`config.mk`:
```
export PLATFORM = sky130hd
export DESIGN_NAME = array_linked_list_manager
export DESIGN_NICKNAME = d
export VERILOG_FILES = /design/src/rtl/alm_pkg.sv /design/src/rtl/array_linked_list_manager.sv /design/src/rtl/alm_free_find.sv /design/src/rtl/alm_seq.sv
export SDC_FILE = /design/constraint.sdc
export NUM_CORES = 1
export LEC_CHECK = 0
export BUFFER_PORTS_ARGS = -buffer_cell sky130_fd_sc_hd__buf_2
export CAP_MARGIN = 20
export CORE_MARGIN = 2
export CORE_UTILIZATION = 30
export DETAILED_ROUTE_END_ITERATION = 10
export GPL_ROUTABILITY_DRIVEN = 0
export SYNTH_ARGS = -nofsm -noshare
export SYNTH_HDL_FRONTEND = slang
export SYNTH_SLANG_ARGS = --single-unit
export TNS_END_PERCENT = 1
```
`constraint.sdc`:
```
create_clock -name clk -period 4 [get_ports clk]
set_input_delay 0.6 -clock clk [delete_from_list [all_inputs] [get_ports clk]]
set_output_delay 0.6 -clock clk [all_outputs]
set_load 0.02 [all_outputs]
```
`src/rtl/alm_pkg.sv`:
```
`timescale 1ns / 1ps
`default_nettype none

package alm_pkg;

  localparam int CAPACITY = 16;
  localparam int SLOT_W   = $clog2(CAPACITY);
  localparam int CNT_W    = $clog2(CAPACITY + 1);

  localparam int MODE_W   = 3;
  localparam int STATUS_W = 2;
  localparam int ID_W     = 64;
  localparam int NAME_W   = 64;
  localparam int GRADE_W  = 16;
  localparam int POS_W    = 4;

  localparam int IN_FIELDS_W  = POS_W + ID_W + NAME_W + GRADE_W;
  localparam int IN_TDATA_W   = ((IN_FIELDS_W + 7) / 8) * 8;
  localparam int OUT_FIELDS_W = 4 + 5 + 4 + 1;
  localparam int OUT_TDATA_W  = ((OUT_FIELDS_W + 7) / 8) * 8;

  localparam logic [MODE_W-1:0] MODE_ADD_FIRST = 3'd0;
  localparam logic [MODE_W-1:0] MODE_ADD_AFTER = 3'd1;
  localparam logic [MODE_W-1:0] MODE_ADD_LAST  = 3'd2;
  localparam logic [MODE_W-1:0] MODE_DEL_FIRST = 3'd3;
  localparam logic [MODE_W-1:0] MODE_DEL_AFTER = 3'd4;
  localparam logic [MODE_W-1:0] MODE_DEL_LAST  = 3'd5;
  localparam logic [MODE_W-1:0] MODE_CLEAR_ALL = 3'd6;

  localparam logic [STATUS_W-1:0] ST_OK      = 2'd0;
  localparam logic [STATUS_W-1:0] ST_FULL    = 2'd1;
  localparam logic [STATUS_W-1:0] ST_EMPTY   = 2'd2;
  localparam logic [STATUS_W-1:0] ST_BAD_POS = 2'd3;

  typedef struct packed {
    logic              last;
    logic [SLOT_W-1:0] next;
  } link_t;

  typedef struct packed {
    logic [GRADE_W-1:0] grade;
    logic [NAME_W-1:0]  name_word;
    logic [ID_W-1:0]    id_code;
  } rec_t;

  typedef struct packed {
    logic              we;
    logic [SLOT_W-1:0] addr;
  } rec_wr_t;

  typedef struct packed {
    logic [STATUS_W-1:0] status;
    logic [SLOT_W-1:0]   slot;
    logic [CNT_W-1:0]    count;
    logic [SLOT_W-1:0]   head;
    logic                list_empty;
  } result_t;

endpackage

`default_nettype wire

```
`src/rtl/array_linked_list_manager.sv`:
```
// Singly linked list of records kept in a fixed slot array.
// Input stream (s_*): one transaction per operation; s_tuser carries the
// operation mode, s_tdata the position and the record (id, name, grade).
// Output stream (m_*): exactly one result transaction per operation; m_tuser
// carries the status, m_tdata the slot touched, record count, head slot and
// empty flag after the operation.
// One operation is in work at a time; s_tready is high only while idle.
// Path to result valid: add first, clear all, add last to an empty list and
// checks that fail at once go from dispatch to done; delete first unlinks
// the head; delete after reads the next link and unlinks that record (bad
// position if the position is the last record); add after writes the new
// link, then the link at the position; add last and delete last walk 1 to
// 16 records from the head, one link memory read per cycle, then link or
// unlink the tail. The next operation waits until the result is registered.
// The result sits in an output register; a new operation is accepted while
// it waits, but the next result holds the block until the register drains.
// When m_tready stays low, the held result and its payload stay stable.
// Reset empties the list: every slot free, count 0, head 0, empty flag set.
// No clearing pass runs; the block is ready as soon as reset is released.
`timescale 1ns / 1ps
`default_nettype none

module array_linked_list_manager (
  input  wire logic                              clk,
  input  wire logic                              rst,
  input  wire logic                              s_tvalid,
  output logic                                   s_tready,
  // position, id_code, name_word, grade, zero fill
  input  wire logic [alm_pkg::IN_TDATA_W-1:0]    s_tdata,
  // mode
  input  wire logic [alm_pkg::MODE_W-1:0]        s_tuser,
  output logic                                   m_tvalid,
  input  wire logic                              m_tready,
  // slot, count, head, list_empty, zero fill
  output logic [alm_pkg::OUT_TDATA_W-1:0]        m_tdata,
  // status
  output logic [alm_pkg::STATUS_W-1:0]           m_tuser
);
  import alm_pkg::*;

  logic              in_accept;
  rec_t              rec_in;
  rec_t              rec_hold;
  rec_wr_t           rec_wr;
  rec_t              rec_mem [CAPACITY];
  logic              res_valid;
  logic              res_ready;
  result_t           res;

  assign in_accept = s_tvalid && s_tready;
  assign res_ready = !m_tvalid || m_tready;

  always_comb begin
    rec_in.id_code   = s_tdata[POS_W +: ID_W];
    rec_in.name_word = s_tdata[POS_W + ID_W +: NAME_W];
    rec_in.grade     = s_tdata[POS_W + ID_W + NAME_W +: GRADE_W];
  end

  alm_seq u_seq (
    .clk       (clk),
    .rst       (rst),
    .in_valid  (s_tvalid),
    .in_ready  (s_tready),
    .in_mode   (s_tuser),
    .in_pos    (s_tdata[POS_W-1:0]),
    .rec_wr    (rec_wr),
    .res_valid (res_valid),
    .res_ready (res_ready),
    .res       (res)
  );

  always_ff @(posedge clk) begin
    if (in_accept) begin
      rec_hold <= rec_in;
    end
  end

  always_ff @(posedge clk) begin
    if (rec_wr.we) begin
      rec_mem[rec_wr.addr] <= rec_hold;
    end
  end

  always_ff @(posedge clk) begin
    if (rst) begin
      m_tvalid <= 1'b0;
    end else if (res_valid && res_ready) begin
      m_tvalid <= 1'b1;
    end else if (m_tready) begin
      m_tvalid <= 1'b0;
    end
  end

  always_ff @(posedge clk) begin
    if (res_valid && res_ready) begin
      m_tuser <= res.status;
      m_tdata <= OUT_TDATA_W'({res.list_empty, res.head, res.count, res.slot});
    end
  end

endmodule

`default_nettype wire

```
`src/rtl/alm_free_find.sv`:
```
`timescale 1ns / 1ps
`default_nettype none

module alm_free_find (
  input  wire logic [alm_pkg::CAPACITY-1:0] used,
  output logic [alm_pkg::SLOT_W-1:0]        free_slot
);
  import alm_pkg::*;

  always_comb begin
    free_slot = '0;
    for (int i = CAPACITY - 1; i >= 0; i--) begin
      if (!used[i]) begin
        free_slot = SLOT_W'(i);
      end
    end
  end

endmodule

`default_nettype wire

```
`src/rtl/alm_seq.sv`:
```
`timescale 1ns / 1ps
`default_nettype none

module alm_seq (
  input  wire logic                         clk,
  input  wire logic                         rst,
  input  wire logic                         in_valid,
  output logic                              in_ready,
  input  wire logic [alm_pkg::MODE_W-1:0]   in_mode,
  input  wire logic [alm_pkg::POS_W-1:0]    in_pos,
  output alm_pkg::rec_wr_t                  rec_wr,
  output logic                              res_valid,
  input  wire logic                         res_ready,
  output alm_pkg::result_t                  res
);
  import alm_pkg::*;

  localparam logic [3:0] S_IDLE     = 4'd0;
  localparam logic [3:0] S_DISPATCH = 4'd1;
  localparam logic [3:0] S_AA_WR1   = 4'd2;
  localparam logic [3:0] S_AA_WR2   = 4'd3;
  localparam logic [3:0] S_DA1      = 4'd4;
  localparam logic [3:0] S_DA2      = 4'd5;
  localparam logic [3:0] S_WALK     = 4'd6;
  localparam logic [3:0] S_AL_WR1   = 4'd7;
  localparam logic [3:0] S_AL_WR2   = 4'd8;
  localparam logic [3:0] S_DL       = 4'd9;
  localparam logic [3:0] S_DONE     = 4'd10;

  logic [3:0]          state;
  logic [MODE_W-1:0]   mode;
  logic [SLOT_W-1:0]   pos;
  logic [SLOT_W-1:0]   cur;
  logic [SLOT_W-1:0]   prev;
  logic [SLOT_W-1:0]   n;
  logic [SLOT_W-1:0]   slot;
  logic [STATUS_W-1:0] status;
  logic [CAPACITY-1:0] used;
  logic [CNT_W-1:0]    count;
  logic [SLOT_W-1:0]   head;
  logic                empty;

  link_t               link_mem [CAPACITY];
  link_t               rd_data;
  logic                rd_en;
  logic [SLOT_W-1:0]   rd_addr;
  logic                wr_en;
  logic [SLOT_W-1:0]   wr_addr;
  link_t               wr_data;

  logic [SLOT_W-1:0]   free_slot;
  logic                full;
  logic [CNT_W-1:0]    count_dec;
  logic                pos_used;
  logic                walk_end;

  alm_free_find u_free_find (
    .used      (used),
    .free_slot (free_slot)
  );

  assign full      = (count == CNT_W'(CAPACITY));
  assign count_dec = count - CNT_W'(1);
  assign pos_used  = used[pos];
  assign walk_end  = (n == SLOT_W'(CAPACITY - 1));

  assign in_ready  = (state == S_IDLE);
  assign res_valid = (state == S_DONE);

  always_comb begin
    res.status     = status;
    res.slot       = slot;
    res.count      = count;
    res.head       = empty ? '0 : head;
    res.list_empty = empty;
  end

  always_comb begin
    rd_en       = 1'b0;
    rd_addr     = head;
    wr_en       = 1'b0;
    wr_addr     = free_slot;
    wr_data     = '0;
    rec_wr.we   = 1'b0;
    rec_wr.addr = free_slot;
    case (state)
      S_DISPATCH: begin
        case (mode)
          MODE_ADD_FIRST: begin
            if (!full) begin
              wr_en        = 1'b1;
              wr_data.last = empty;
              wr_data.next = empty ? '0 : head;
              rec_wr.we    = 1'b1;
            end
          end
          MODE_ADD_AFTER: begin
            if (!full && pos_used) begin
              rd_en   = 1'b1;
              rd_addr = pos;
            end
          end
          MODE_ADD_LAST: begin
            if (!full) begin
              if (empty) begin
                wr_en        = 1'b1;
                wr_data.last = 1'b1;
                rec_wr.we    = 1'b1;
              end else begin
                rd_en = 1'b1;
              end
            end
          end
          MODE_DEL_FIRST, MODE_DEL_LAST: begin
            rd_en = !empty;
          end
          MODE_DEL_AFTER: begin
            if (!empty && pos_used) begin
              rd_en   = 1'b1;
              rd_addr = pos;
            end
          end
          default: begin
          end
        endcase
      end
      S_AA_WR1: begin
        wr_en     = 1'b1;
        wr_data   = rd_data;
        rec_wr.we = 1'b1;
      end
      S_AA_WR2: begin
        wr_en        = 1'b1;
        wr_addr      = pos;
        wr_data.next = slot;
      end
      S_DA1: begin
        rd_en   = !rd_data.last;
        rd_addr = rd_data.next;
      end
      S_DA2: begin
        wr_en   = (mode == MODE_DEL_AFTER);
        wr_addr = pos;
        wr_data = rd_data;
      end
      S_WALK: begin
        rd_en   = !rd_data.last && !walk_end;
        rd_addr = rd_data.next;
      end
      S_AL_WR1: begin
        wr_en        = 1'b1;
        wr_data.last = 1'b1;
        rec_wr.we    = 1'b1;
      end
      S_AL_WR2: begin
        wr_en        = 1'b1;
        wr_addr      = cur;
        wr_data.next = slot;
      end
      S_DL: begin
        wr_en        = (cur != head);
        wr_addr      = prev;
        wr_data.last = 1'b1;
      end
      default: begin
      end
    endcase
  end

  always_ff @(posedge clk) begin
    if (wr_en) begin
      link_mem[wr_addr] <= wr_data;
    end
    if (rd_en) begin
      rd_data <= link_mem[rd_addr];
    end
  end

  always_ff @(posedge clk) begin
    if (rst) begin
      state <= S_IDLE;
      used  <= '0;
      count <= '0;
      head  <= '0;
      empty <= 1'b1;
    end else begin
      case (state)
        S_IDLE: begin
          if (in_valid) begin
            mode   <= in_mode;
            pos    <= in_pos;
            status <= ST_OK;
            slot   <= '0;
            state  <= S_DISPATCH;
          end
        end
        S_DISPATCH: begin
          state <= S_DONE;
          cur   <= head;
          prev  <= head;
          n     <= '0;
          case (mode)
            MODE_ADD_FIRST: begin
              if (full) begin
                status <= ST_FULL;
              end else begin
                used[free_slot] <= 1'b1;
                count           <= count + CNT_W'(1);
                empty           <= 1'b0;
                head            <= free_slot;
                slot            <= free_slot;
              end
            end
            MODE_ADD_AFTER: begin
              if (full) begin
                status <= ST_FULL;
              end else if (!pos_used) begin
                status <= ST_BAD_POS;
              end else begin
                state <= S_AA_WR1;
              end
            end
            MODE_ADD_LAST: begin
              if (full) begin
                status <= ST_FULL;
              end else if (empty) begin
                used[free_slot] <= 1'b1;
                count           <= count + CNT_W'(1);
                empty           <= 1'b0;
                head            <= free_slot;
                slot            <= free_slot;
              end else begin
                state <= S_WALK;
              end
            end
            MODE_DEL_FIRST: begin
              if (empty) begin
                status <= ST_EMPTY;
              end else begin
                state <= S_DA2;
              end
            end
            MODE_DEL_AFTER: begin
              if (empty) begin
                status <= ST_EMPTY;
              end else if (!pos_used) begin
                status <= ST_BAD_POS;
              end else begin
                state <= S_DA1;
              end
            end
            MODE_DEL_LAST: begin
              if (empty) begin
                status <= ST_EMPTY;
              end else begin
                state <= S_WALK;
              end
            end
            MODE_CLEAR_ALL: begin
              used  <= '0;
              count <= '0;
              empty <= 1'b1;
              head  <= '0;
            end
            default: begin
            end
          endcase
        end
        S_AA_WR1: begin
          used[free_slot] <= 1'b1;
          count           <= count + CNT_W'(1);
          empty           <= 1'b0;
          slot            <= free_slot;
          state           <= S_AA_WR2;
        end
        S_AA_WR2: begin
          state <= S_DONE;
        end
        S_DA1: begin
          if (rd_data.last) begin
            status <= ST_BAD_POS;
            state  <= S_DONE;
          end else begin
            slot  <= rd_data.next;
            state <= S_DA2;
          end
        end
        S_DA2: begin
          if (mode == MODE_DEL_FIRST) begin
            slot       <= head;
            used[head] <= 1'b0;
            head       <= rd_data.last ? '0 : rd_data.next;
          end else begin
            used[slot] <= 1'b0;
          end
          count <= count_dec;
          if (count_dec == '0) begin
            empty <= 1'b1;
            head  <= '0;
          end
          state <= S_DONE;
        end
        S_WALK: begin
          if (rd_data.last) begin
            state <= (mode == MODE_ADD_LAST) ? S_AL_WR1 : S_DL;
          end else begin
            prev <= cur;
            cur  <= rd_data.next;
            n    <= n + SLOT_W'(1);
            if (walk_end) begin
              state <= (mode == MODE_ADD_LAST) ? S_AL_WR1 : S_DL;
            end
          end
        end
        S_AL_WR1: begin
          used[free_slot] <= 1'b1;
          count           <= count + CNT_W'(1);
          empty           <= 1'b0;
          slot            <= free_slot;
          state           <= S_AL_WR2;
        end
        S_AL_WR2: begin
          state <= S_DONE;
        end
        S_DL: begin
          used[cur] <= 1'b0;
          slot      <= cur;
          count     <= count_dec;
          if (count_dec == '0) begin
            empty <= 1'b1;
            head  <= '0;
          end
          state <= S_DONE;
        end
        S_DONE: begin
          if (res_ready) begin
            state <= S_IDLE;
          end
        end
        default: begin
          state <= S_IDLE;
        end
      endcase
    end
  end

endmodule

`default_nettype wire
```
Yosys cells after proc, flatten, opt, wreduce, memory -nomap -nowiden
Memory sizes are Yosys's and may differ from the RTL's. A register that Yosys moved wholly into a read port is not among the register bits.
Cells that the tools add are included.
{"block": "op_classes", "n_addsub": 3, "n_lt_le_gt_ge": 9, "eq_ne": 39, "n_mux": 110, "n_bitwise": 8, "reduce_logical": 44}
{"operator": "$mux 4", "n": 45}
{"operator": "$mux 16", "n": 4}
{"operator": "$pmux 16 s4", "n": 1}
{"operator": "$and 16x16->16", "n": 3}
{"operator": "$not 16->16", "n": 3}
{"operator": "$pmux 16 s3", "n": 1}
{"operator": "$pmux 4 s2", "n": 6}
{"operator": "$pmux 4 s3", "n": 4}
{"operator": "$pmux 4 s8", "n": 1}
{"operator": "$pmux 5 s3", "n": 2}
{"operator": "$lt 4x5->1 const B", "n": 5}
{"operator": "$pmux 4 s6", "n": 1}
{"operator": "$mux 5", "n": 4}
{"operator": "$pmux 4 s5", "n": 1}
{"operator": "$mux 1", "n": 18}
{"operator": "$reduce_or 2->1", "n": 9}
{"operator": "$demux 1 s4", "n": 4}
{"operator": "$eq 4x3->1 const B", "n": 4}
{"operator": "$eq 4x4->1 const B", "n": 4}
{"operator": "$ge 4x1->1 const B", "n": 4}
{"operator": "$or 16x16->16", "n": 1}
{"operator": "$mux 2", "n": 7}
{"operator": "$reduce_and 7->1", "n": 2}
{"operator": "$ne 3x2->1 const B", "n": 4}
{"operator": "38 further kinds", "n": 75}
{"block": "totals", "reg_bits": 72, "ram_bits": 80, "inputBits": 159, "word_cells": 229, "memories": 1}
{"name": "u_seq.link_mem", "depth": 16, "word_bits": 5, "rd": 1, "rd_ports_with_merged_regs": 1, "write_ports": 1, "line": "alm_seq.sv:43", "rtl": "link_t link_mem [CAPACITY];"}

Depth between registers and ports, before layout
Gate-level depths: netlist (run 1).
{"block": "depth", "ltp_word": 25, "mapped_depth": 12, "mapped_depth_nobuf": 11}

By module
From an unflattened synthesis (run 1), not the netlist that was laid out.
{"block": "unflattened", "cells_unflattened": 861, "hier_area_um2": 8695.8}
{"module": "alm_seq", "instances": 1, "cells_each": 805, "area_each_um2": 7980.2}
{"module": "array_linked_list_manager", "instances": 1, "cells_each": 24, "area_each_um2": 554.3}
{"module": "alm_free_find", "instances": 1, "cells_each": 32, "area_each_um2": 161.4}

Worst setup path before layout (run 1)
OpenSTA, ideal clock, no wires.
{"block": "synth_timing", "kind": "register to register", "start": "reg u_seq.state[1]", "end": "mem u_seq.link_mem[5][0] in the netlist's numbering, enable pin", "t_arrival_ns": 2.521, "slack_ns": 1.097, "path_stages_with_launch": 12, "n_path_buf": 2, "synth_period_minus_slack_ns": 2.903, "path_cell_list": "dfxtp_1 clkbuf_1 clkbuf_1 nand2_1 nor2_1 a21oi_1 nor2_1 nor2_1 a221oi_1 nor2b_1 nand2_1 nor4_1"}
{"block": "synth_between", "elab_chain_len": 5, "elab_cells_between_ends": 13, "classes_between": "7 x eq/ne; 4 x mux; 2 x reduce/logical"}
{"item": "start, declared", "line": "alm_seq.sv:30", "rtl": "logic [3:0] state;"}
{"item": "start signal, assigned", "line": "alm_seq.sv:305", "rtl": "state <= (mode == MODE_ADD_LAST) ? S_AL_WR1 : S_DL;"}
{"item": "start signal, assigned", "line": "alm_seq.sv:311", "rtl": "state <= (mode == MODE_ADD_LAST) ? S_AL_WR1 : S_DL;"}
{"item": "$eq 4x2->1, or another cell as far along", "line": "alm_seq.sv:86", "rtl": "case (state)"}
{"item": "$reduce_or 4->1 (no source line)"}
{"item": "$pmux 1 s4", "line": "alm_seq.sv:86"}
{"item": "$mux 1", "line": "alm_seq.sv:171", "rtl": "if (wr_en) begin"}
{"item": "$mux 1 (implied by the code)", "line": "alm_seq.sv:172", "rtl": "link_mem[wr_addr] <= wr_data;"}
{"item": "end, declared", "line": "alm_seq.sv:43"}
Several ways; a longest one is shown, not always the timed one.

Final worst setup path (run 1)
{"block": "layout_timing", "start": "reg u_seq.count[0]", "end": "reg u_seq.rd_data[3] (netlist name)"}
{"block": "layout_between", "elab_chain_len": 6, "elab_cells_between_ends": 10, "classes_between": "1 x eq/ne; 7 x mux; 2 x reduce/logical"}
{"item": "start, declared", "line": "alm_seq.sv:39", "rtl": "logic [CNT_W-1:0] count;"}
{"item": "start signal, assigned", "line": "alm_seq.sv:208", "rtl": "count <= count + CNT_W'(1);"}
{"item": "start signal, assigned", "line": "alm_seq.sv:228", "rtl": "count <= count + CNT_W'(1);"}
{"item": "start signal, assigned", "line": "alm_seq.sv:271", "rtl": "count <= count + CNT_W'(1);"}
{"item": "$eq 5x5->1 *", "line": "alm_seq.sv:62", "rtl": "assign full = (count == CNT_W'(CAPACITY));"}
{"item": "$logic_not 1->1"}
{"item": "$logic_and 1x1->1", "line": "alm_seq.sv:98", "rtl": "if (!full && pos_used) begin"}
{"item": "$mux 1 or $mux 4 (tied branches)", "line": "alm_seq.sv:98"}
{"item": "$pmux 1 s4 or $pmux 4 s2 (tied branches)", "line": "alm_seq.sv:88", "rtl": "case (mode)"}
{"item": "$pmux 1 s3 or $pmux 4 s2 (tied branches)", "line": "alm_seq.sv:86"}
Every way passes the cells marked *; elsewhere a longest branch is shown, timed or not.
A chain may end at the register's enable or synchronous reset.

==> impl_metrics.sql, run 1 <==
INSERT INTO impl_metrics (metric_group, metric, value, unit) VALUES
('place', 'dp_hpwl', '16.2', 'mm'),
('setup_path', 'critical_path_buf_inv_count', '2', ''),
('drt', 'route.antenna.remaining_nets', '0', ''),
('sta', 'fin_worst_hold_slack', '0.334', 'ns'),
('power_and_ir_drop', 'irDropWorstVdd', '0.000283', 'V'),
('setup_path', 'timing.critical_path.to_type', 'register', ''),
('sta', 'rsz0062_at_grt', 'false', ''),
('yosys', 'yosysUniqueCellTypes', '66', ''),
('yosys', 'synth_seq_cells', '157', ''),
('setup_path', 'crit_path_max_incr_delay', '0.65', 'ns'),
('drt', 'drc', '0', ''),
('cts', 'holdBufCountCts', '0', ''),
('drt', 'drt_pass1_iterations', '8', ''),
('drt', 'via_count', '6868', ''),
('setup_path', 'cp_max_fo', '22', ''),
('drt', 'average_detailed_routed_wire_length_per_instance', '18.1', 'um'),
('sta', 'timing_max_transition_violations_final', '0', ''),
('yosys', 'mapped_area', '8320', 'um^2'),
('global_route', 'grt_overflow', '0', ''),
('sta', 'final.setup_skew', '0.0142', 'ns'),
('power_and_ir_drop', 'power.leakage', '3.22', 'nW'),
('die', 'die_area', '29100', 'um^2'),
('yosys', 'synth_sequential_area_ratio', '52.9', '%'),
('yosys', 'synth-async-reset-ratio', '0', '%'),
('yosys', 'postSynth.topFlopCell', 'sky130_fd_sc_hd__edfxtp_1', ''),
('setup_path', 'cp.arrival', '3.80', 'ns'),
('sta', 'worst_slew_margin_rel', '43.3', '%'),
('sta', 'setup_viol', '0', ''),
('setup_path', 'required_worst_endpoint', '4.17', 'ns'),
('setup_path', 'cp-start-kind', 'register', ''),
('place', 'instance_area_at_placement', '8990', 'um^2'),
('global_route', 'maximum_number_of_pins_on_one_net_before_global_route_repair', '41', ''),
('sta', 'final.setup.tns', '0', 'ns'),
('die', 'die_w', '171', 'um'),
('drt', 'routed_wl', '22.9', 'mm'),
('layout', 'antennaDiodeCount', '0', ''),
('layout', 'fin_util', '35.5', '%'),
('setup_path', 'critical-path-top-delay-family', 'compound AO/OA/AOI/OAI gates', ''),
('die', 'floorplan.die.height', '171', 'um'),
('yosys', 'yosys_top_cell_area_share', '45.5', '%'),
('global_route', 'grt_pass1_vias', '6392', ''),
('sta', 'finalCriticalPeriod', '3.62', 'ns'),
('cts', 'clock_tree.buffer_depth', '2', ''),
('layout', 'final-instance-count-excl-fill', '1261', ''),
('layout', 'area_growth', '15.6', '%'),
('setup_path', 'cp_cell_sequence', 'inv_1, ha_1, nor4bb_1, o22ai_1, and4_4, a211o_1, buf_4, a21oi_2, a22oi_1, a21oi_1, o211ai_1', ''),
('cts', 'cts_made_buffers', '17', ''),
('global_route', 'overall_routing_resource_usage', '16.2', '%'),
('yosys', 'synthesis.yosys.warnings', '0', ''),
('place', 'dpl.cell_count', '1229', ''),
('cts', 'clock_tree_from_tritoncts', 'built', ''),
('drt', 'max_layer_used', 'met4', ''),
('cts', 'htree_levels', '4', ''),
('yosys', 'synthCells', '843', ''),
('min_path', 'min-delay-path-class', 'in2reg', ''),
('sta', 'peak_freq', '276', 'MHz'),
('layout', 'layout_cells_sized_above_1', '14.1', '%'),
('drt', 'detail_route.wirelength.met1', '10.0', 'mm'),
('cts', 'cts_post_setup_buffers_inserted', '0', ''),
('global_route', 'grt_antenna_before_repair', '0', ''),
('global_route', 'global_route_wire_length_before_repair', '36.2', 'mm'),
('cts', 'cts-resized-gates', '0', ''),
('yosys', 'yosysTopAreaCell', 'sky130_fd_sc_hd__edfxtp_1', ''),
('drt', 'per_cell_via_count_in_the_routed_design', '5.45', ''),
('yosys', 'synth_enable_flop_cells', '126', ''),
('yosys', 'mean_area_per_synthesized_cell', '9.87', 'um^2'),
('cts', 'clkTransAtPathRegs', '0.08', 'ns'),
('layout', 'finish.net_count', '1040', ''),
('outcome', 'outcome', 'completed', ''),
('sta', 'worst-slew-pin-transition', '0.848', 'ns'),
('flow_run', 'max-cap-violations', '0', '');
==> through the flow <==
stage / power (mW) / setup WS [ns]
CTS: 5.82 / 0.416
finish: 5.82 / 0.376
global placement: 4.12 / 0.397
detailed placement: 4.13 / 0.449
global route: 6.13 / 0.141
floorplan: 3.52 / 1.10
==> layer usage <==
layer | vias to the layer above | global-route usage [%]
met3 | 42 | 3.42
met1 | 3297 | 21.6
li1 | 3247 | -
met5 | - | 0
met4 | 0 | 6.09
met2 | 282 | 25.9
==> cells in the mapped netlist (all sizes together) (6+ instances only) <==
| cell type | number |
|---|---|
| nor3 | 22 |
| nand3 | 25 |
| clkbuf | 36 |
| or2 | 7 |
| a21oi | 60 |
| a222oi | 6 |
| nor3b | 7 |
| o2111ai | 11 |
| a22oi | 17 |
| mux2i | 15 |
| nor2b | 19 |
| dfxtp | 31 |
| o21ai | 35 |
| nand4 | 6 |
| and3 | 11 |
| o211ai | 6 |
| nand2b | 16 |
| a221oi | 9 |
| a31oi | 22 |
| o22ai | 14 |
| edfxtp | 126 |
| inv | 22 |
| a211oi | 17 |
| nor4 | 7 |
| nor2 | 84 |
| buf | 17 |
| nand2 | 124 |
==> sequential cells by signal (all words and copies together) (netlist names) <==
name,cells
u_seq.prev,4
u_seq.status,2
u_seq.pos,4
u_seq.head,4
m_tuser,2
u_seq.empty,1
u_seq.cur,4
u_seq.link_mem,80
u_seq.state,4
u_seq.rd_data,5
u_seq.mode,3
m_tdata,14
u_seq.used,16
m_tvalid,1
u_seq.n,4
u_seq.count,5
u_seq.slot,4
==> final timing paths <==
path                   start          endpoint  slack, ns  depth (start not counted)
max reg2reg   u_seq.count[0]  u_seq.rd_data[3]       0.38                         11
max           u_seq.count[0]  u_seq.rd_data[3]       0.38                         11
min reg2reg  u_seq.status[0]        m_tuser[0]       0.50                          0
min               s_tdata[3]      u_seq.pos[3]       0.33                          1
==> cell usage in the layout, fill, tap and decap left out, types with 6 or more instances in the layout <==
master,n
sky130_fd_sc_hd__a221oi_1,9
sky130_fd_sc_hd__mux2i_1,15
sky130_fd_sc_hd__nand2b_1,16
sky130_fd_sc_hd__nor2_1,83
sky130_fd_sc_hd__clkbuf_16,17
sky130_fd_sc_hd__dfxtp_1,31
sky130_fd_sc_hd__a22oi_1,17
sky130_fd_sc_hd__a21oi_1,59
sky130_fd_sc_hd__nor3_1,21
sky130_fd_sc_hd__a222oi_1,6
sky130_fd_sc_hd__nor4_1,7
sky130_fd_sc_hd__o22ai_1,14
sky130_fd_sc_hd__o21ai_0,34
sky130_fd_sc_hd__o2111ai_1,11
sky130_fd_sc_hd__nand4_1,6
sky130_fd_sc_hd__buf_2,28
sky130_fd_sc_hd__edfxtp_1,126
sky130_fd_sc_hd__inv_1,22
sky130_fd_sc_hd__nor2b_1,19
sky130_fd_sc_hd__nand2_1,124
sky130_fd_sc_hd__a211oi_1,16
sky130_fd_sc_hd__buf_4,37
sky130_fd_sc_hd__and3_1,11
sky130_fd_sc_hd__a31oi_1,22
sky130_fd_sc_hd__nand3_1,24
sky130_fd_sc_hd__nor3b_1,7
sky130_fd_sc_hd__or2_2,7
==> cell families (layout without fill, tap and decap cells) <==
| kind of cell | Yosys count | in the layout | share of synthesized area, % |
|---|---|---|---|
| AND/OR/NAND/NOR | 340 | 340 | 19.0 |
| AO/OA/AOI/OAI | 232 | 232 | 18.7 |
| flip-flops | 157 | 157 | 52.9 |
| buffers and inverters | 75 | 120 | 3.91 |
| multiplexers | 24 | 24 | 3.70 |
| XOR/XNOR | 9 | 9 | 0.947 |
| adder cells (fa/ha/maj) | 5 | 5 | 0.752 |
| other | 1 | 2 | 0.0451 |
==> power by group <==
part / internal (mW) / switching, mW / total [mW]
clock: 0.868 / 0.822 / 1.69
combinational: 0.595 / 1.21 / 1.81
sequential: 2.10 / 0.216 / 2.32
==> cell type report <==
cell class	instances	area, um^2
Multi-Input combinational cell	612	3600
Sequential cell	157	4400
Fill cell	2726	17500
Tap cell	372	465
Inverter	22	82.6
Clock buffer	17	425
Timing Repair Buffer	66	438
Clock inverter	15	200
Power figures use the tool's default switching activity.
==> inputs of run 2 (changes only) <==
--- a/config.mk
+++ b/config.mk
@@ -11,6 +11,8 @@
 export CORE_UTILIZATION = 30
 export DETAILED_ROUTE_END_ITERATION = 10
 export GPL_ROUTABILITY_DRIVEN = 0
+export MAX_ROUTING_LAYER = met4
+export SKIP_CTS_REPAIR_TIMING = 1
 export SYNTH_ARGS = -nofsm -noshare
 export SYNTH_HDL_FRONTEND = slang
 export SYNTH_SLANG_ARGS = --single-unit
==> impl_metrics.sql, run 2 (synthesized netlist as in run 1, its figures left out) <==
INSERT INTO impl_metrics (metric_group, metric, value, unit) VALUES
('setup_path', 'cp_max_fo', '22', ''),
('drt', 'average_detailed_routed_wire_length_per_instance', '18.1', 'um'),
('setup_path', 'crit-reg2reg-capture', 'u_seq.rd_data[3]', ''),
('layout', 'finish.net_count', '1040', ''),
('cts', 'clkTransAtPathRegs', '0.08', 'ns'),
('die', 'initial_cell_density_of_the_core', '30.7', '%'),
('sta', 'timing_max_transition_violations_final', '0', ''),
('power_and_ir_drop', 'power.density_cell_area', '605', 'nW/um^2'),
('sta', 'fin_worst_hold_slack', '0.336', 'ns'),
('layout', 'final_design_area_no_fill', '9620', 'um^2'),
('setup_path', 'dominant_cell_type_by_count_on_the_critical_path', 'sky130_fd_sc_hd__mux4_2', ''),
('cts', 'cts_root_buffer', 'sky130_fd_sc_hd__clkbuf_16', ''),
('flow_run', 'max-cap-violations', '0', ''),
('die', 'floorplan.die.height', '171', 'um'),
('die', 'rows', '60', ''),
('layout', 'multiInputGateArea', '3600', 'um^2'),
('drt', 'drc', '0', ''),
('cts', 'cts_sinks', '157', ''),
('place', 'dp_hpwl', '16.2', 'mm'),
('layout', 'layout_cells_sized_above_1', '14.1', '%'),
('power_and_ir_drop', 'power.leakage', '3.22', 'nW'),
('die', 'design.portCount', '179', ''),
('min_path', 'whs_endpoint', 'u_seq.pos[3]', ''),
('setup_path', 'cp.arrival', '3.75', 'ns'),
('place', 'preCtsSetupSlack', '0.449', 'ns'),
('layout', 'largest_register_ffs', '80', ''),
('place', 'buffer_ports.inserted', '28', ''),
('layout', 'antennaDiodeCount', '0', ''),
('layout', 'largest_register', 'u_seq.link_mem', ''),
('drt', 'route.antenna.remaining_nets', '0', ''),
('layout', 'layout.cells.most_common', 'sky130_fd_sc_hd__edfxtp_1', ''),
('sta', 'rsz0062_at_grt', 'false', ''),
('sta', 'worst-slew-pin-transition', '0.860', 'ns'),
('setup_path', 'cp-start-kind', 'register', ''),
('drt', 'per_cell_via_count_in_the_routed_design', '5.45', ''),
('cts', 'htree_levels', '4', ''),
('layout', 'layout.filler_cells', '2726', ''),
('setup_path', 'cp_cell_sequence', 'mux4_2, mux4_2, and4_4, a211o_1, buf_4, a21oi_2, a22oi_1, a21oi_1, o211ai_1', ''),
('min_path', 'min-delay-path-class', 'in2reg', ''),
('setup_path', 'required_worst_endpoint', '4.17', 'ns'),
('setup_path', 'rr_worst_depth', '9', ''),
('global_route', 'global_route_wire_length_before_repair', '36.2', 'mm'),
('layout', 'final-instance-count-excl-fill', '1261', ''),
('die', 'core_area', '27100', 'um^2'),
('setup_path', 'worst_setup_path_class', 'reg2reg', ''),
('min_path', 'hold_start', 's_tdata[3]', ''),
('cts', 'clock_tree.buffer_depth', '2', ''),
('sta', 'setup_viol', '0', ''),
('setup_path', 'crit-reg2reg-launch', 'u_seq.pos[0]', ''),
('drt', 'routed_wl', '22.9', 'mm'),
('global_route', 'maximum_number_of_pins_on_one_net_before_global_route_repair', '41', ''),
('global_route', 'grt_overflow', '0', ''),
('sta', 'worst_slew_margin_rel', '42.5', '%'),
('power_and_ir_drop', 'irDropWorstVdd', '0.000281', 'V'),
('place', 'dpl.cell_count', '1229', ''),
('outcome', 'outcome', 'completed', ''),
('place', 'instance_area_at_placement', '8990', 'um^2'),
('sta', 'portion_of_the_clock_cycle_consumed_by_the_worst_path_in_the_final_layout', '89.5', '%'),
('sta', 'final.setup_skew', '0.0111', 'ns'),
('die', 'die_w', '171', 'um'),
('layout', 'final_cell_mix', 'sky130_fd_sc_hd__edfxtp_1 (126), sky130_fd_sc_hd__nand2_1 (124), sky130_fd_sc_hd__nor2_1 (83), sky130_fd_sc_hd__a21oi_1 (59), sky130_fd_sc_hd__buf_4 (37)', ''),
('cts', 'cts_made_buffers', '17', ''),
('global_route', 'grt_pass1_vias', '6383', ''),
('sta', 'peak_freq', '279', 'MHz'),
('die', 'die_area', '29100', 'um^2'),
('layout', 'area_growth', '15.6', '%'),
('sta', 'final.setup.tns', '0', 'ns'),
('cts', 'worstSkewPairLatency', '0.44', 'ns'),
('sta', 'finalHoldViolCount', '0', ''),
('min_path', 'min_delay_path_depth', '1', ''),
('setup_path', 'cell_type_of_the_slowest_stage_on_the_worst_timing_path', 'sky130_fd_sc_hd__edfxtp_1', ''),
('global_route', 'grt_antenna_before_repair', '0', ''),
('setup_path', 'crit_path_max_incr_delay', '0.59', 'ns'),
('drt', 'via_count', '6867', ''),
('setup_path', 'timing.critical_path.to_type', 'register', ''),
('sta', 'finalCriticalPeriod', '3.58', 'ns'),
('layout', 'largestRegisters', 'u_seq.link_mem: 80 flops, u_seq.used: 16 flops, m_tdata: 14 flops', ''),
('global_route', 'overall_routing_resource_usage', '16.7', '%'),
('sta', 'fin_ws', '0.420', 'ns'),
('layout', 'regArea', '4400', 'um^2'),
('cts', 'clock_tree_from_tritoncts', 'built', ''),
('drt', 'drt_pass1_iterations', '7', ''),
('drt', 'dr.first_iter.drc_count', '898', ''),
('setup_path', 'timing.reg2reg.setup_slack', '0.42', 'ns');
## run 2: cell counts in the layout (fill, tap and decap cells not counted)
No cell type changed its count.
## run 2: report_power, final
part	leakage, nW	switching (mW)	internal, mW
sequential	1.41	0.216	2.10
clock	0.300	0.820	0.868
combinational	1.51	1.22	0.594
total	3.22	2.25	3.57
## run 2: critical path, delay by kind of cell (launching register included)
family | cells | cell delay (ns)
buffers and inverters | 1 | 0.31
flip-flops | 1 | 0.59
AO/OA/AOI/OAI | 5 | 1.09
AND/OR/NAND/NOR | 1 | 0.19
multiplexers | 2 | 1.13
## run 2: worst max-delay path by stage
stage                                       to            from
after floorplan           u_seq.link_mem[5][0]  u_seq.state[1]
after global placement        u_seq.rd_data[3]  u_seq.count[0]
after global routing          u_seq.rd_data[3]  u_seq.count[1]
final                         u_seq.rd_data[3]    u_seq.pos[0]
after detailed placement      u_seq.rd_data[3]    u_seq.pos[0]
after CTS                     u_seq.rd_data[3]    u_seq.pos[0]
## run 2: area by class of cell
type,instances,share of cell area (%)
Sequential cell,157,45.8
Multi-Input combinational cell,612,37.4
Tap cell,372,4.84
Timing Repair Buffer,66,4.55
Clock buffer,17,4.42
Clock inverter,15,2.08
Inverter,22,0.859
## run 2: metal layers
metal	track usage [%]	vias up	part of all wire (%)
met4	6.09	0	2.4
met3	3.42	35	6.8
met5	-	-	0
met1	21.7	3272	44
li1	-	3245	-
met2	25.8	315	47
## run 2: per-stage QoR
stage	power, mW	utilization (%)
after floorplan	3.52	-
after global placement	4.12	33.2
after detailed placement	4.13	33.2
after CTS	5.82	35.5
after global routing	6.13	35.5
final	5.82	35.5
==> inputs of run 3 (changes only) <==
--- a/config.mk
+++ b/config.mk
@@ -12,8 +12,10 @@
 export DETAILED_ROUTE_END_ITERATION = 10
 export GPL_ROUTABILITY_DRIVEN = 0
 export MAX_ROUTING_LAYER = met4
+export PLACE_DENSITY = 0.47
 export SKIP_CTS_REPAIR_TIMING = 1
 export SYNTH_ARGS = -nofsm -noshare
 export SYNTH_HDL_FRONTEND = slang
+export SYNTH_HIERARCHICAL = 1
 export SYNTH_SLANG_ARGS = --single-unit
 export TNS_END_PERCENT = 1
==> impl_metrics.sql, run 3 <==
INSERT INTO impl_metrics (metric_group, metric, value, unit) VALUES
('yosys', 'adder_and_majority_gate_portion_of_the_synthesized_area', '0.719', '%'),
('setup_path', 'cp.arrival', '3.87', 'ns'),
('cts', 'cts_made_buffers', '17', ''),
('min_path', 'min_delay_path_depth', '1', ''),
('setup_path', 'worst_setup_path_class', 'reg2reg', ''),
('yosys', 'synth-async-reset-ratio', '0', '%'),
('sta', 'setup_viol', '0', ''),
('setup_path', 'cell_type_of_the_slowest_stage_on_the_worst_timing_path', 'sky130_fd_sc_hd__edfxtp_1', ''),
('yosys', 'mapped_area', '8700', 'um^2'),
('global_route', 'global_route_wire_length_before_repair', '39.4', 'mm'),
('drt', 'drt_pass1_iterations', '6', ''),
('die', 'initial_cell_density_of_the_core', '30.4', '%'),
('yosys', 'yosys.area_share.xor_xnor', '1.11', '%'),
('drt', 'average_detailed_routed_wire_length_per_instance', '20.1', 'um'),
('setup_path', 'critical-path-top-delay-family', 'simple AND/OR/NAND/NOR gates', ''),
('power_and_ir_drop', 'power.total', '6.40', 'mW'),
('setup_path', 'cp-start-kind', 'register', ''),
('place', 'instance_area_at_placement', '9290', 'um^2'),
('yosys', 'postSynth.topFlopCell', 'sky130_fd_sc_hd__edfxtp_1', ''),
('yosys', 'synth_enable_flop_cells', '126', ''),
('setup_path', 'cp_max_fo', '17', ''),
('setup_path', 'crit_path_max_incr_delay', '0.67', 'ns'),
('power_and_ir_drop', 'power.leakage', '3.39', 'nW'),
('sta', 'final.setup_skew', '0.0113', 'ns'),
('min_path', 'min-delay-path-class', 'in2reg', ''),
('power_and_ir_drop', 'irDropWorstVdd', '0.000283', 'V'),
('yosys', 'yosysTopAreaCell', 'sky130_fd_sc_hd__edfxtp_1', ''),
('layout', 'finish.net_count', '1048', ''),
('yosys', 'synth_seq_cells', '157', ''),
('yosys', 'dominant_combinational_cell_family_by_area_after_synthesis', 'compound AO/OA/AOI/OAI gates', ''),
('sta', 'peak_freq', '271', 'MHz'),
('sta', 'timing_max_transition_violations_final', '0', ''),
('layout', 'final_design_area_no_fill', '9910', 'um^2'),
('power_and_ir_drop', 'cell_internal_pwr', '4.00', 'mW'),
('sta', 'rsz0062_at_grt', 'false', ''),
('yosys', 'synthesis.yosys.warnings', '6', ''),
('cts', 'htree_levels', '4', ''),
('layout', 'layout.cells.most_common', 'sky130_fd_sc_hd__edfxtp_1', ''),
('power_and_ir_drop', 'power.combinational.fraction', '36.0', '%'),
('layout', 'regArea', '4400', 'um^2'),
('place', 'buffer_ports.inserted', '28', ''),
('power_and_ir_drop', 'power.density_cell_area', '646', 'nW/um^2'),
('yosys', 'yosysUniqueCellTypes', '82', ''),
('global_route', 'maximum_number_of_pins_on_one_net_before_global_route_repair', '35', ''),
('global_route', 'grt_overflow', '0', ''),
('sta', 'final.setup.tns', '0', 'ns'),
('cts', 'cts_root_buffer', 'sky130_fd_sc_hd__clkbuf_16', ''),
('setup_path', 'required_worst_endpoint', '4.18', 'ns'),
('drt', 'drc', '0', ''),
('yosys', 'yosys_top_cell_area_share', '43.5', '%'),
('sta', 'finalCriticalPeriod', '3.69', 'ns'),
('cts', 'clkTransAtPathRegs', '0.07', 'ns'),
('drt', 'route.antenna.remaining_nets', '0', ''),
('cts', 'cts_sinks', '157', ''),
('min_path', 'whs_endpoint', 'u_seq/mode[2]', ''),
('setup_path', 'timing.reg2reg.setup_slack', '0.31', 'ns'),
('yosys', 'post_synth_and_or_nand_nor_area_fraction', '18.7', '%'),
('layout', 'largestRegisters', 'u_seq/link_mem: 80 flops, u_seq/used: 16 flops, m_tdata: 14 flops', ''),
('drt', 'detail_route.wirelength.met1', '11.7', 'mm'),
('yosys', 'synth_compound_gate_area_share', '19.8', '%'),
('die', 'die_area', '30400', 'um^2'),
('power_and_ir_drop', 'power_switching_share', '37.5', '%'),
('yosys', 'synth_sequential_area_ratio', '50.6', '%'),
('die', 'die_w', '174', 'um'),
('yosys', 'synth_area_leaders', 'sky130_fd_sc_hd__edfxtp_1 (44%), sky130_fd_sc_hd__dfxtp_1 (7.1%), sky130_fd_sc_hd__nand2_1 (4.2%)', ''),
('yosys', 'mean_area_per_synthesized_cell', '10.1', 'um^2'),
('die', 'floorplan.die.height', '174', 'um'),
('cts', 'clock_tree_from_tritoncts', 'built', ''),
('cts', 'worstSkewPairLatency', '0.44', 'ns'),
('drt', 'routed-wl-met2', '12.1', 'mm'),
('min_path', 'hold_start', 's_tuser[2]', ''),
('layout', 'multiInputGateArea', '3880', 'um^2'),
('drt', 'dr.first_iter.drc_count', '649', ''),
('sta', 'fin_worst_hold_slack', '0.333', 'ns'),
('drt', 'per_cell_via_count_in_the_routed_design', '5.48', ''),
('layout', 'largest_register_ffs', '80', ''),
('layout', 'final_cell_mix', 'sky130_fd_sc_hd__edfxtp_1 (126), sky130_fd_sc_hd__nand2_1 (98), sky130_fd_sc_hd__o21ai_0 (66), sky130_fd_sc_hd__nor2_1 (64), sky130_fd_sc_hd__a21oi_1 (44)', ''),
('sta', 'worst-slew-pin-transition', '0.949', 'ns'),
('setup_path', 'cp_cell_sequence', 'mux4_2, a22o_2, a32oi_1, and2_1, and3_1, a2111oi_0, buf_4, nor4b_1', ''),
('sta', 'portion_of_the_clock_cycle_consumed_by_the_worst_path_in_the_final_layout', '92.3', '%'),
('layout', 'antennaDiodeCount', '0', ''),
('drt', 'max_layer_used', 'met4', ''),
('die', 'core_area', '28600', 'um^2'),
('global_route', 'grt_pass1_vias', '6616', ''),
('drt', 'via_count', '7018', ''),
('place', 'dp_hpwl', '18.2', 'mm'),
('yosys', 'yosys.cell_count.top_type', 'sky130_fd_sc_hd__edfxtp_1', ''),
('sta', 'finalHoldViolCount', '0', ''),
('setup_path', 'crit-reg2reg-launch', 'u_seq/pos[0]', ''),
('flow_run', 'max-cap-violations', '0', ''),
('drt', 'sum_of_met3_wire_segment_lengths_after_detailed_routing', '1.37', 'mm'),
('yosys', 'synthCells', '861', ''),
('power_and_ir_drop', 'power.share.clock', '27.2', '%'),
('setup_path', 'crit-reg2reg-capture', 'u_seq/rd_data[4]', ''),
('global_route', 'grt_antenna_before_repair', '0', ''),
('outcome', 'outcome', 'completed', ''),
('layout', 'layout_cells_sized_above_1', '14.0', '%'),
('setup_path', 'rr_worst_depth', '8', ''),
('layout', 'area_growth', '14.0', '%'),
('die', 'design.portCount', '179', ''),
('power_and_ir_drop', 'power.net_switching', '2.40', 'mW'),
('layout', 'fin_util', '34.6', '%'),
('global_route', 'overall_routing_resource_usage', '17.5', '%'),
('yosys', 'portion_of_netlist_area_occupied_by_mux_cells', '4.13', '%'),
('layout', 'layout.filler_cells', '2889', ''),
('setup_path', 'timing.critical_path.to_type', 'register', ''),
('die', 'rows', '62', ''),
('yosys', 'yosys-top-cells-count', 'sky130_fd_sc_hd__edfxtp_1 (126), sky130_fd_sc_hd__nand2_1 (98), sky130_fd_sc_hd__o21ai_0 (66)', ''),
('sta', 'worst_slew_margin_rel', '35.1', '%'),
('layout', 'largest_register', 'u_seq/link_mem', ''),
('setup_path', 'critical_path_buf_inv_count', '1', ''),
('power_and_ir_drop', 'power.share.sequential', '36.8', '%'),
('cts', 'clock_tree.buffer_depth', '2', ''),
('drt', 'routed_wl', '25.8', 'mm');
[run 3: worst max path at each step]
stage / startpoint / to / slack [ns] / depth (start not counted)
detailed placement: u_seq/pos[0] / u_seq/rd_data[4] / 0.30 / 8
floorplan: u_seq/pos[0] / u_seq/rd_data[3] / 1.20 / 9
global placement: u_seq/pos[0] / u_seq/rd_data[4] / 0.30 / 8
finish: u_seq/pos[0] / u_seq/rd_data[4] / 0.31 / 8
CTS: u_seq/pos[0] / u_seq/rd_data[4] / 0.29 / 8
global route: u_seq/pos[0] / u_seq/rd_data[4] / 0.17 / 8
[run 3: final cells by class]
type / instances / area share (%)
multi-input cells: 615 / 39.1
repair buffers: 63 / 4.19
flip-flops and latches: 157 / 44.4
well taps: 384 / 4.85
clock buffers: 20 / 4.41
clock inverters: 12 / 1.86
inverters: 30 / 1.14
[run 3: per-stage QoR]
stage	instances	setup WS (ns)
global route	1281	0.170
detailed placement	1249	0.303
finish	1281	0.310
floorplan	862	1.20
CTS	1281	0.287
global placement	1249	0.304
[run 3: kinds of logic (layout without fill, tap and decap cells)]
family | after synthesis | in the layout
AND/OR/NAND/NOR | 316 | 316
other | 1 | 2
flip-flops | 157 | 157
AO/OA/AOI/OAI | 249 | 249
buffers and inverters | 90 | 125
XOR/XNOR | 11 | 11
multiplexers | 32 | 32
adder cells (fa/ha/maj) | 5 | 5
[run 3: power groups by stage]
stage	clock network, mW	registers (mW)	logic [mW]
global placement	0	2.39	2.30
floorplan	0	2.26	1.66
global route	1.85	2.39	2.52
CTS	1.79	2.36	2.30
finish	1.74	2.36	2.30
detailed placement	0	2.39	2.29
[run 3: metal layers]
metal | up-vias | global-route usage (%)
met1 | 3408 | 23.1
met4 | 0 | 6.83
li1 | 3332 | -
met3 | 45 | 3.19
met2 | 233 | 26.6
met5 | - | -
